$ cat config.mk
export PLATFORM = sky130hd
export DESIGN_NAME = touch_coordinate_map_filter_core
export DESIGN_NICKNAME = d
export VERILOG_FILES = /design/src/sv/tcmf_pkg.sv /design/src/sv/tcmf_div.sv /design/src/sv/touch_coordinate_map_filter_core.sv
export SDC_FILE = /design/constraint.sdc
export NUM_CORES = 1
export LEC_CHECK = 0
export BUFFER_PORTS_ARGS = -buffer_cell sky130_fd_sc_hd__buf_2
export CORE_MARGIN = 5
export CORE_UTILIZATION = 50
export DETAILED_ROUTE_END_ITERATION = 12
export GPL_TIMING_DRIVEN = 0
export PLACE_DENSITY = 0.74
export SYNTH_ARGS = -nofsm -noshare
export SYNTH_HDL_FRONTEND = slang
export SYNTH_HIERARCHICAL = 1
export SYNTH_SLANG_ARGS = --single-unit
$ cat constraint.sdc
create_clock -name clk -period 11.55 [get_ports clk]
set_input_delay 2.31 -clock clk [delete_from_list [all_inputs] [get_ports clk]]
set_output_delay 2.31 -clock clk [all_outputs]
set_load 0.005 [all_outputs]
$ cat src/sv/tcmf_pkg.sv
// Package for the touch coordinate map filter: field widths, register
// indexes, calibration reset values, sequencer states and divider status.
// No dependencies.
`default_nettype none

package tcmf_pkg;

	localparam int RAW_W      = 12;  // raw converter reading and edge registers
	localparam int PIX_W      = 9;   // pixel fields on the result beat
	localparam int IN_DATA_W  = 24;  // raw_x, raw_y
	localparam int OUT_DATA_W = 24;  // screen_x, screen_y, zero padding
	localparam int OUT_USER_W = 2;   // is_pressed, press_start
	localparam int CFG_IDX_W  = 4;

	localparam logic [CFG_IDX_W-1:0] REG_EDGE_LEFT   = 4'd0;
	localparam logic [CFG_IDX_W-1:0] REG_EDGE_RIGHT  = 4'd1;
	localparam logic [CFG_IDX_W-1:0] REG_EDGE_TOP    = 4'd2;
	localparam logic [CFG_IDX_W-1:0] REG_EDGE_BOTTOM = 4'd3;

	localparam logic [RAW_W-1:0] EDGE_LEFT_RST   = 12'd3900;
	localparam logic [RAW_W-1:0] EDGE_RIGHT_RST  = 12'd100;
	localparam logic [RAW_W-1:0] EDGE_TOP_RST    = 12'd120;
	localparam logic [RAW_W-1:0] EDGE_BOTTOM_RST = 12'd3900;

	typedef enum logic [2:0] {
		ST_IDLE,
		ST_MAP,
		ST_MUL,
		ST_DIV,
		ST_DONE
	} seq_state_t;

	typedef struct packed {
		logic busy;
		logic done;
	} div_stat_t;

endpackage

`default_nettype wire

$ cat src/sv/tcmf_div.sv
// Shared restoring divider for the coordinate map: one quotient bit a cycle.
// Depends on tcmf_pkg (div_stat_t). The caller guarantees num < den << QW.
`default_nettype none

module tcmf_div import tcmf_pkg::*; #(
	parameter int DW = 12,
	parameter int QW = 9
) (
	input  wire logic             clk,
	input  wire logic             arst_n,
	input  wire logic             start,
	input  wire logic [DW+QW-1:0] num,
	input  wire logic [DW-1:0]    den,
	output logic      [QW-1:0]    quo,
	output div_stat_t             stat
);

	localparam int CW = $clog2(QW + 1);

	logic [DW-1:0] rem_q;
	logic [QW-1:0] quo_q;
	logic [DW-1:0] den_q;
	logic [CW-1:0] cnt_q;
	logic          busy_q;
	logic          done_q;

	logic [DW:0]   trial;
	logic          fits;
	logic [DW:0]   diff;
	logic [QW:0]   quo_shift;

	assign trial     = {rem_q, quo_q[QW-1]};
	assign fits      = trial >= {1'b0, den_q};
	assign diff      = trial - {1'b0, den_q};
	assign quo_shift = {quo_q, fits};

	always_ff @(posedge clk or negedge arst_n) begin
		if (!arst_n) begin
			busy_q <= 1'b0;
			done_q <= 1'b0;
			cnt_q  <= '0;
		end else begin
			done_q <= 1'b0;
			if (start) begin
				busy_q <= 1'b1;
				cnt_q  <= CW'(QW);
			end else if (busy_q) begin
				cnt_q <= cnt_q - CW'(1);
				if (cnt_q == CW'(1)) begin
					busy_q <= 1'b0;
					done_q <= 1'b1;
				end
			end
		end
	end

	// upper numerator bits seed the remainder, lower bits shift through the quotient
	always_ff @(posedge clk) begin
		if (start) begin
			rem_q <= num[DW+QW-1:QW];
			quo_q <= num[QW-1:0];
			den_q <= den;
		end else if (busy_q) begin
			rem_q <= fits ? diff[DW-1:0] : trial[DW-1:0];
			quo_q <= quo_shift[QW-1:0];
		end
	end

	assign quo       = quo_q;
	assign stat.busy = busy_q;
	assign stat.done = done_q;

	a_no_restart: assert property (@(posedge clk) disable iff (!arst_n)
		start |-> !busy_q)
		else $error("divider restarted while busy");

	a_done_idle: assert property (@(posedge clk) disable iff (!arst_n)
		done_q |-> !busy_q)
		else $error("divider done while still busy");

	a_done_pulse: assert property (@(posedge clk) disable iff (!arst_n)
		done_q && !start |=> !done_q)
		else $error("divider done held longer than one cycle");

	a_rem_bound: assert property (@(posedge clk) disable iff (!arst_n)
		busy_q && !start |-> rem_q < den_q)
		else $error("divider remainder not below divisor");

endmodule

`default_nettype wire

$ cat src/sv/touch_coordinate_map_filter_core.sv
// Touch coordinate map filter: maps raw touch readings to screen pixels and
// smooths them while pressed. Depends on tcmf_pkg and tcmf_div.
//
// Use:
//   s_axis carries one touch sample a beat: tdata {raw_y, raw_x}, tuser touch_down.
//   m_axis returns one result a beat: tdata {pad, screen_y, screen_x},
//   tuser {press_start, is_pressed}.
//   cfg writes one calibration edge a beat (index 0..3: left, right, top,
//   bottom); cfg_ready is always high. Write only while no sample is in flight.
// Sequence:
//   Each accepted sample is classified axis by axis, x then y; an axis inside
//   its edges gets a multiply and a Q-bit divide, Q = clog2(max(SCREEN_WIDTH,
//   SCREEN_HEIGHT)), and a clamped axis skips its multiply and divide.
//   One multiplier and one bit-serial divider serve both axes in turn.
//   s_axis_tready is high only in idle: one sample is processed at a time.
// Reset:
//   Edges return to 3900/100/120/3900, the filter is unloaded, no press seen.
// Stall:
//   A finished result waits in the output register; the next sample is
//   accepted meanwhile and its result waits until that register is free.
`default_nettype none

module touch_coordinate_map_filter_core import tcmf_pkg::*; #(
	parameter int SCREEN_WIDTH  = 480,
	parameter int SCREEN_HEIGHT = 272
) (
	input  wire logic                  clk,
	input  wire logic                  arst_n,
	input  wire logic                  s_axis_tvalid,
	output logic                       s_axis_tready,
	input  wire logic [IN_DATA_W-1:0]  s_axis_tdata,   // [11:0] raw_x, [23:12] raw_y
	input  wire logic                  s_axis_tuser,   // [0] touch_down
	output logic                       m_axis_tvalid,
	input  wire logic                  m_axis_tready,
	output logic      [OUT_DATA_W-1:0] m_axis_tdata,   // [8:0] screen_x, [17:9] screen_y
	output logic      [OUT_USER_W-1:0] m_axis_tuser,   // [0] is_pressed, [1] press_start
	input  wire logic                  cfg_valid,
	output logic                       cfg_ready,
	input  wire logic [CFG_IDX_W-1:0]  cfg_index,
	input  wire logic [RAW_W-1:0]      cfg_data
);

	localparam int XW = $clog2(SCREEN_WIDTH);
	localparam int YW = $clog2(SCREEN_HEIGHT);
	localparam int QW = (XW > YW) ? XW : YW;
	localparam int NW = RAW_W + QW;
	localparam logic [QW-1:0] LAST_X = QW'(SCREEN_WIDTH - 1);
	localparam logic [QW-1:0] LAST_Y = QW'(SCREEN_HEIGHT - 1);
	localparam logic [XW-1:0] SX_RST = XW'(SCREEN_WIDTH / 2);
	localparam logic [YW-1:0] SY_RST = YW'(SCREEN_HEIGHT / 2);

	seq_state_t state_q, state_d;

	logic [RAW_W-1:0] edge_left_q, edge_right_q, edge_top_q, edge_bottom_q;
	logic             touch_q;
	logic [RAW_W-1:0] raw_x_q, raw_y_q;
	logic             axis_q;
	logic [RAW_W-1:0] delta_q, run_q;
	logic [QW-1:0]    map_x_q, map_y_q;
	logic [XW-1:0]    smooth_x_q;
	logic [YW-1:0]    smooth_y_q;
	logic             loaded_q;
	logic             prev_pressed_q;
	logic             out_valid_q;
	logic [PIX_W-1:0] out_x_q, out_y_q;
	logic             out_pressed_q, out_start_q;

	logic             in_take;
	logic             div_start;
	logic             out_free;
	div_stat_t        div_stat;
	logic [QW-1:0]    div_quo;
	logic [NW-1:0]    product;

	logic [RAW_W-1:0] raw_sel, e0, e1;
	logic [QW-1:0]    last_sel;
	logic             map_fixed;
	logic [QW-1:0]    map_val;
	logic [RAW_W-1:0] cls_delta, cls_run;

	logic [QW-1:0]    filt_x, filt_y;
	logic [QW-1:0]    res_x, res_y;
	logic [PIX_W+QW-1:0] ext_x, ext_y;
	logic             press_start;

	// new = floor((3*old + target)/4), hold old when it moves by one or less
	function automatic logic [QW-1:0] smooth_step(logic [QW-1:0] old, logic [QW-1:0] tgt);
		logic [QW+1:0] sum;
		logic [QW-1:0] nv;
		logic [QW-1:0] moved;
		sum   = ({2'b00, old} << 1) + {2'b00, old} + {2'b00, tgt};
		nv    = sum[QW+1:2];
		moved = (nv > old) ? (nv - old) : (old - nv);
		return (moved <= QW'(1)) ? old : nv;
	endfunction

	// ---------------- configuration ----------------
	assign cfg_ready = 1'b1;

	always_ff @(posedge clk or negedge arst_n) begin
		if (!arst_n) begin
			edge_left_q   <= EDGE_LEFT_RST;
			edge_right_q  <= EDGE_RIGHT_RST;
			edge_top_q    <= EDGE_TOP_RST;
			edge_bottom_q <= EDGE_BOTTOM_RST;
		end else if (cfg_valid) begin
			case (cfg_index)
				REG_EDGE_LEFT:   edge_left_q   <= cfg_data;
				REG_EDGE_RIGHT:  edge_right_q  <= cfg_data;
				REG_EDGE_TOP:    edge_top_q    <= cfg_data;
				REG_EDGE_BOTTOM: edge_bottom_q <= cfg_data;
				default: ;
			endcase
		end
	end

	// ---------------- axis classification ----------------
	assign raw_sel  = axis_q ? raw_y_q : raw_x_q;
	assign e0       = axis_q ? edge_top_q : edge_left_q;
	assign e1       = axis_q ? edge_bottom_q : edge_right_q;
	assign last_sel = axis_q ? LAST_Y : LAST_X;

	always_comb begin
		map_fixed = 1'b1;
		map_val   = '0;
		cls_delta = '0;
		cls_run   = '0;
		if (e0 == e1) begin
			map_val = '0;
		end else if (e0 < e1) begin
			if (raw_sel <= e0) begin
				map_val = '0;
			end else if (raw_sel >= e1) begin
				map_val = last_sel;
			end else begin
				map_fixed = 1'b0;
				cls_delta = raw_sel - e0;
				cls_run   = e1 - e0;
			end
		end else begin
			if (raw_sel >= e0) begin
				map_val = '0;
			end else if (raw_sel <= e1) begin
				map_val = last_sel;
			end else begin
				map_fixed = 1'b0;
				cls_delta = e0 - raw_sel;
				cls_run   = e0 - e1;
			end
		end
	end

	assign product = NW'(delta_q) * NW'(last_sel);

	tcmf_div #(
		.DW (RAW_W),
		.QW (QW)
	) u_div (
		.clk    (clk),
		.arst_n (arst_n),
		.start  (div_start),
		.num    (product),
		.den    (run_q),
		.quo    (div_quo),
		.stat   (div_stat)
	);

	// ---------------- sequencer ----------------
	assign out_free = !out_valid_q || m_axis_tready;

	always_comb begin
		state_d = state_q;
		case (state_q)
			ST_IDLE: if (s_axis_tvalid) state_d = ST_MAP;
			ST_MAP: begin
				if (!map_fixed) state_d = ST_MUL;
				else if (axis_q) state_d = ST_DONE;
			end
			ST_MUL: state_d = ST_DIV;
			ST_DIV: begin
				if (div_stat.done) state_d = axis_q ? ST_DONE : ST_MAP;
			end
			ST_DONE: if (out_free) state_d = ST_IDLE;
			default: state_d = ST_IDLE;
		endcase
	end

	always_comb begin
		s_axis_tready = 1'b0;
		div_start     = 1'b0;
		case (state_q)
			ST_IDLE: s_axis_tready = 1'b1;
			ST_MUL:  div_start     = 1'b1;
			default: ;
		endcase
	end

	assign in_take = s_axis_tvalid && s_axis_tready;

	always_ff @(posedge clk or negedge arst_n) begin
		if (!arst_n) begin
			state_q <= ST_IDLE;
		end else begin
			state_q <= state_d;
		end
	end

	// ---------------- filter and result ----------------
	assign filt_x = loaded_q ? smooth_step(QW'(smooth_x_q), map_x_q) : map_x_q;
	assign filt_y = loaded_q ? smooth_step(QW'(smooth_y_q), map_y_q) : map_y_q;
	assign res_x  = touch_q ? filt_x : map_x_q;
	assign res_y  = touch_q ? filt_y : map_y_q;
	assign ext_x  = (PIX_W + QW)'(res_x);
	assign ext_y  = (PIX_W + QW)'(res_y);
	assign press_start = touch_q && !prev_pressed_q;

	always_ff @(posedge clk or negedge arst_n) begin
		if (!arst_n) begin
			axis_q         <= 1'b0;
			smooth_x_q     <= SX_RST;
			smooth_y_q     <= SY_RST;
			loaded_q       <= 1'b0;
			prev_pressed_q <= 1'b0;
			out_valid_q    <= 1'b0;
		end else begin
			if (state_q == ST_DONE && out_free) begin
				out_valid_q <= 1'b1;
			end else if (m_axis_tready) begin
				out_valid_q <= 1'b0;
			end
			case (state_q)
				ST_IDLE: axis_q <= 1'b0;
				ST_MAP:  if (map_fixed) axis_q <= 1'b1;
				ST_DIV:  if (div_stat.done) axis_q <= 1'b1;
				ST_DONE: begin
					if (out_free) begin
						prev_pressed_q <= touch_q;
						loaded_q       <= touch_q;
						if (touch_q) begin
							smooth_x_q <= filt_x[XW-1:0];
							smooth_y_q <= filt_y[YW-1:0];
						end
					end
				end
				default: ;
			endcase
		end
	end

	always_ff @(posedge clk) begin
		if (in_take) begin
			touch_q <= s_axis_tuser;
			raw_x_q <= s_axis_tdata[RAW_W-1:0];
			raw_y_q <= s_axis_tdata[2*RAW_W-1:RAW_W];
		end
		if (state_q == ST_MAP) begin
			delta_q <= cls_delta;
			run_q   <= cls_run;
			if (map_fixed) begin
				if (axis_q) map_y_q <= map_val;
				else        map_x_q <= map_val;
			end
		end
		if (state_q == ST_DIV && div_stat.done) begin
			if (axis_q) map_y_q <= div_quo;
			else        map_x_q <= div_quo;
		end
		if (state_q == ST_DONE && out_free) begin
			out_x_q       <= ext_x[PIX_W-1:0];
			out_y_q       <= ext_y[PIX_W-1:0];
			out_pressed_q <= touch_q;
			out_start_q   <= press_start;
		end
	end

	assign m_axis_tvalid = out_valid_q;
	assign m_axis_tdata  = {(OUT_DATA_W - 2 * PIX_W)'(0), out_y_q, out_x_q};
	assign m_axis_tuser  = {out_start_q, out_pressed_q};

	a_ready_idle: assert property (@(posedge clk) disable iff (!arst_n)
		s_axis_tready |-> !div_stat.busy)
		else $error("sample accepted while divider busy");

	a_start_pressed: assert property (@(posedge clk) disable iff (!arst_n)
		out_valid_q |-> (!out_start_q || out_pressed_q))
		else $error("press start flagged without a press");

	a_loaded_pressed: assert property (@(posedge clk) disable iff (!arst_n)
		loaded_q |-> prev_pressed_q)
		else $error("filter loaded without a previous press");

	a_div_axis: assert property (@(posedge clk) disable iff (!arst_n)
		div_start |-> run_q != '0)
		else $error("division started with zero run");

endmodule

`default_nettype wire
==> results_dict.tcl <==
set metrics [dict create \
    status "finished clean" \
    path_buf_inv 3 \
    synthToLayoutAreaGrowth_pct 9.018 \
    grt_pass1_vias 13030 \
    cp_top_family "adder cells" \
    routed_wl_um 40410 \
    cap_violations 0 \
    worst_ep_arrival_time_ps 6990 \
    firstDrtPassIters 5 \
    die-width_um 193.9 \
    critPathSlowestCell "buf_1" \
    hpwlAfterDp_um 32310 \
    cts_buffer_depth 2 \
    cts_post_setup_buffers_inserted 0 \
    rows 67 \
    dieArea_mm2 0.03760 \
    finalCriticalPeriod_ps 6802 \
    postSynthCellCount 1680 \
    period_share 0.5889 \
    crit_chain "clkbuf_1 > buf_1 > clkbuf_1 > nor2b_1 > fa_1 > fa_1 > fa_1 > fa_1 > ha_1 > a21oi_1 > o21ai_0 > o21a_1 > a41o_1 > or4_1 > a41o_1 > a21oi_1 > xnor2_1 > a221o_1" \
    cp_common_cell "fa_1" \
    finalSetupTns_ps 0 \
    start_util 0.5056 \
    synth.avg_cell_area_um2 10.07 \
    overflow 0 \
    grt_pass1_wl_um 66650 \
    end_kind "flop" \
    cts_tree "built" \
    slew_headroom 0.07529 \
    clkTransAtPathRegs_ps 80 \
    ys_warn_count 6 \
    crit_type "reg2reg" \
    cp_max_fo 10 \
    ant_nets 0 \
    cts.htree.levels 4 \
    crit_path_max_incr_delay_ps 720 \
    rsz0062_at_grt "no" \
    reg2regPathDepth 18 \
    die_height_um 193.9 \
    maxSlewViolCount 0 \
    max_freq_ghz 0.1470 \
    wire_per_inst_um 18.09 \
    via_per_inst 5.816 \
    layout.nets 2079 \
    hp-class "reg2reg" \
    cts_root_buffer "clkbuf_16" \
    tightest_slew_ps 1374 \
    antenna_found_initial 0 \
    holdPathStages 0 \
    grt_use_total 0.2133 \
    grt_max_degree 43 \
    fin_skew_ps 18.18 \
    drt_iter0_markers 974 \
    path_depth 18 \
    finalHoldViolations 0 \
    start_kind "flop" \
    drive_gt1_frac 0.1495 \
    diodes 0 \
    syn_area_mm2 0.01691 \
    cts_buffers 17 \
    cts_resized 0 \
    port_buffers 67 \
    cts_num_sinks 198 \
    coreArea_mm2 0.03345 \
    vias 12990 \
    place.gp.congestion 0.9948 \
    setup_violations 0 \
    ctsHoldBuffers 0 \
    post-route-drc-count 0 \
    io_pins 75 \
    clock_latency_ps 440 \
    required_ps 11740 \
]
per-layer routing:
| metal | track usage | wire length [um] | vias to the layer above |
|---|---|---|---|
| met4 | 0.07188 | 1222 | 0 |
| met2 | 0.3519 | 19210 | 404 |
| met5 | 0 | 0 | - |
| li1 | - | - | 6198 |
| met3 | 0.02641 | 1893 | 73 |
| met1 | 0.2937 | 18090 | 6319 |
final cells by class:
type / count / area [um2]
well taps: 448 / 560.5
flip-flops and latches: 198 / 5431
repair buffers: 69 / 369.1
clock buffers: 20 / 467.9
inverters: 190 / 713.2
multi-input cells: 1216 / 10400
fillers: 2867 / 15010
plain buffers: 81 / 396.6
clock inverters: 12 / 103.9
registers in the layout, summed over array words and instances (netlist names), 12 cells and up, named ones only:
register / flops
edge_bottom_q: 12
raw_y_q: 12
raw_x_q: 12
delta_q: 12
edge_top_q: 12
u_div/rem_q: 12
edge_left_q: 12
edge_right_q: 12
run_q: 12
u_div/den_q: 12
worst register-to-register path, cell delays in order (launching register included):
cell	delay [ps]
dfrtp_1	320
clkbuf_1	180
buf_1	720
clkbuf_1	560
nor2b_1	240
fa_1	510
fa_1	520
fa_1	520
fa_1	490
ha_1	360
a21oi_1	320
o21ai_0	150
o21a_1	150
a41o_1	260
or4_1	440
a41o_1	250
a21oi_1	170
xnor2_1	90
a221o_1	320
through the flow:
step	util	instance area [um2]	worst slack, ps	hold WS [ps]	instances
3_5_place_dp	0.5341	17870	4827	404.5	2202
2_1_floorplan	-	16930	5767	400.3	1685
5_1_grt	0.5512	18440	4419	425.1	2234
3_3_place_gp	0.5330	17830	4871	402.3	2200
6_report	0.5512	18440	4749	416.9	2234
4_1_cts	0.5512	18440	4799	421.0	2234
path summary, 6_finish.rpt:
kind	startpoint	end	slack, ps
min in group asynchronous	arst_n	edge_left_q[0]	1850
max in group asynchronous	arst_n	edge_bottom_q[4]	9040
hold reg to reg	run_q[6]	u_div/den_q[6]	420
setup / recovery	axis_q	u_div/rem_q[10]	4750
hold / removal	run_q[6]	u_div/den_q[6]	420
setup reg to reg	axis_q	u_div/rem_q[10]	4750
placed cells by master, fill, tap and decap left out, types with 12 or more instances in the layout:
master and instances:
nand4_1 20, mux2_2 63, edfxtp_1 104, nand3_1 47, clkbuf_1 38, a21o_1 26, xnor2_1 34, buf_2 83
xor2_1 19, clkbuf_16 18, nor2_1 94, nor3_1 44, and3_1 20, nand2_1 89, nand2b_1 16, nor2b_1 30
inv_1 190, mux2i_1 46, o21ai_0 46, ha_1 174, fa_1 86, dfrtp_1 49, a221oi_1 15, dfxtp_1 16
a21oi_1 79, a31oi_1 17, a211oi_1 20, o21a_1 12, dfstp_2 29
Power is left out: the tool's default activity adds up to more than one toggle a clock period on the data nets, which glitch-free logic cannot reach.
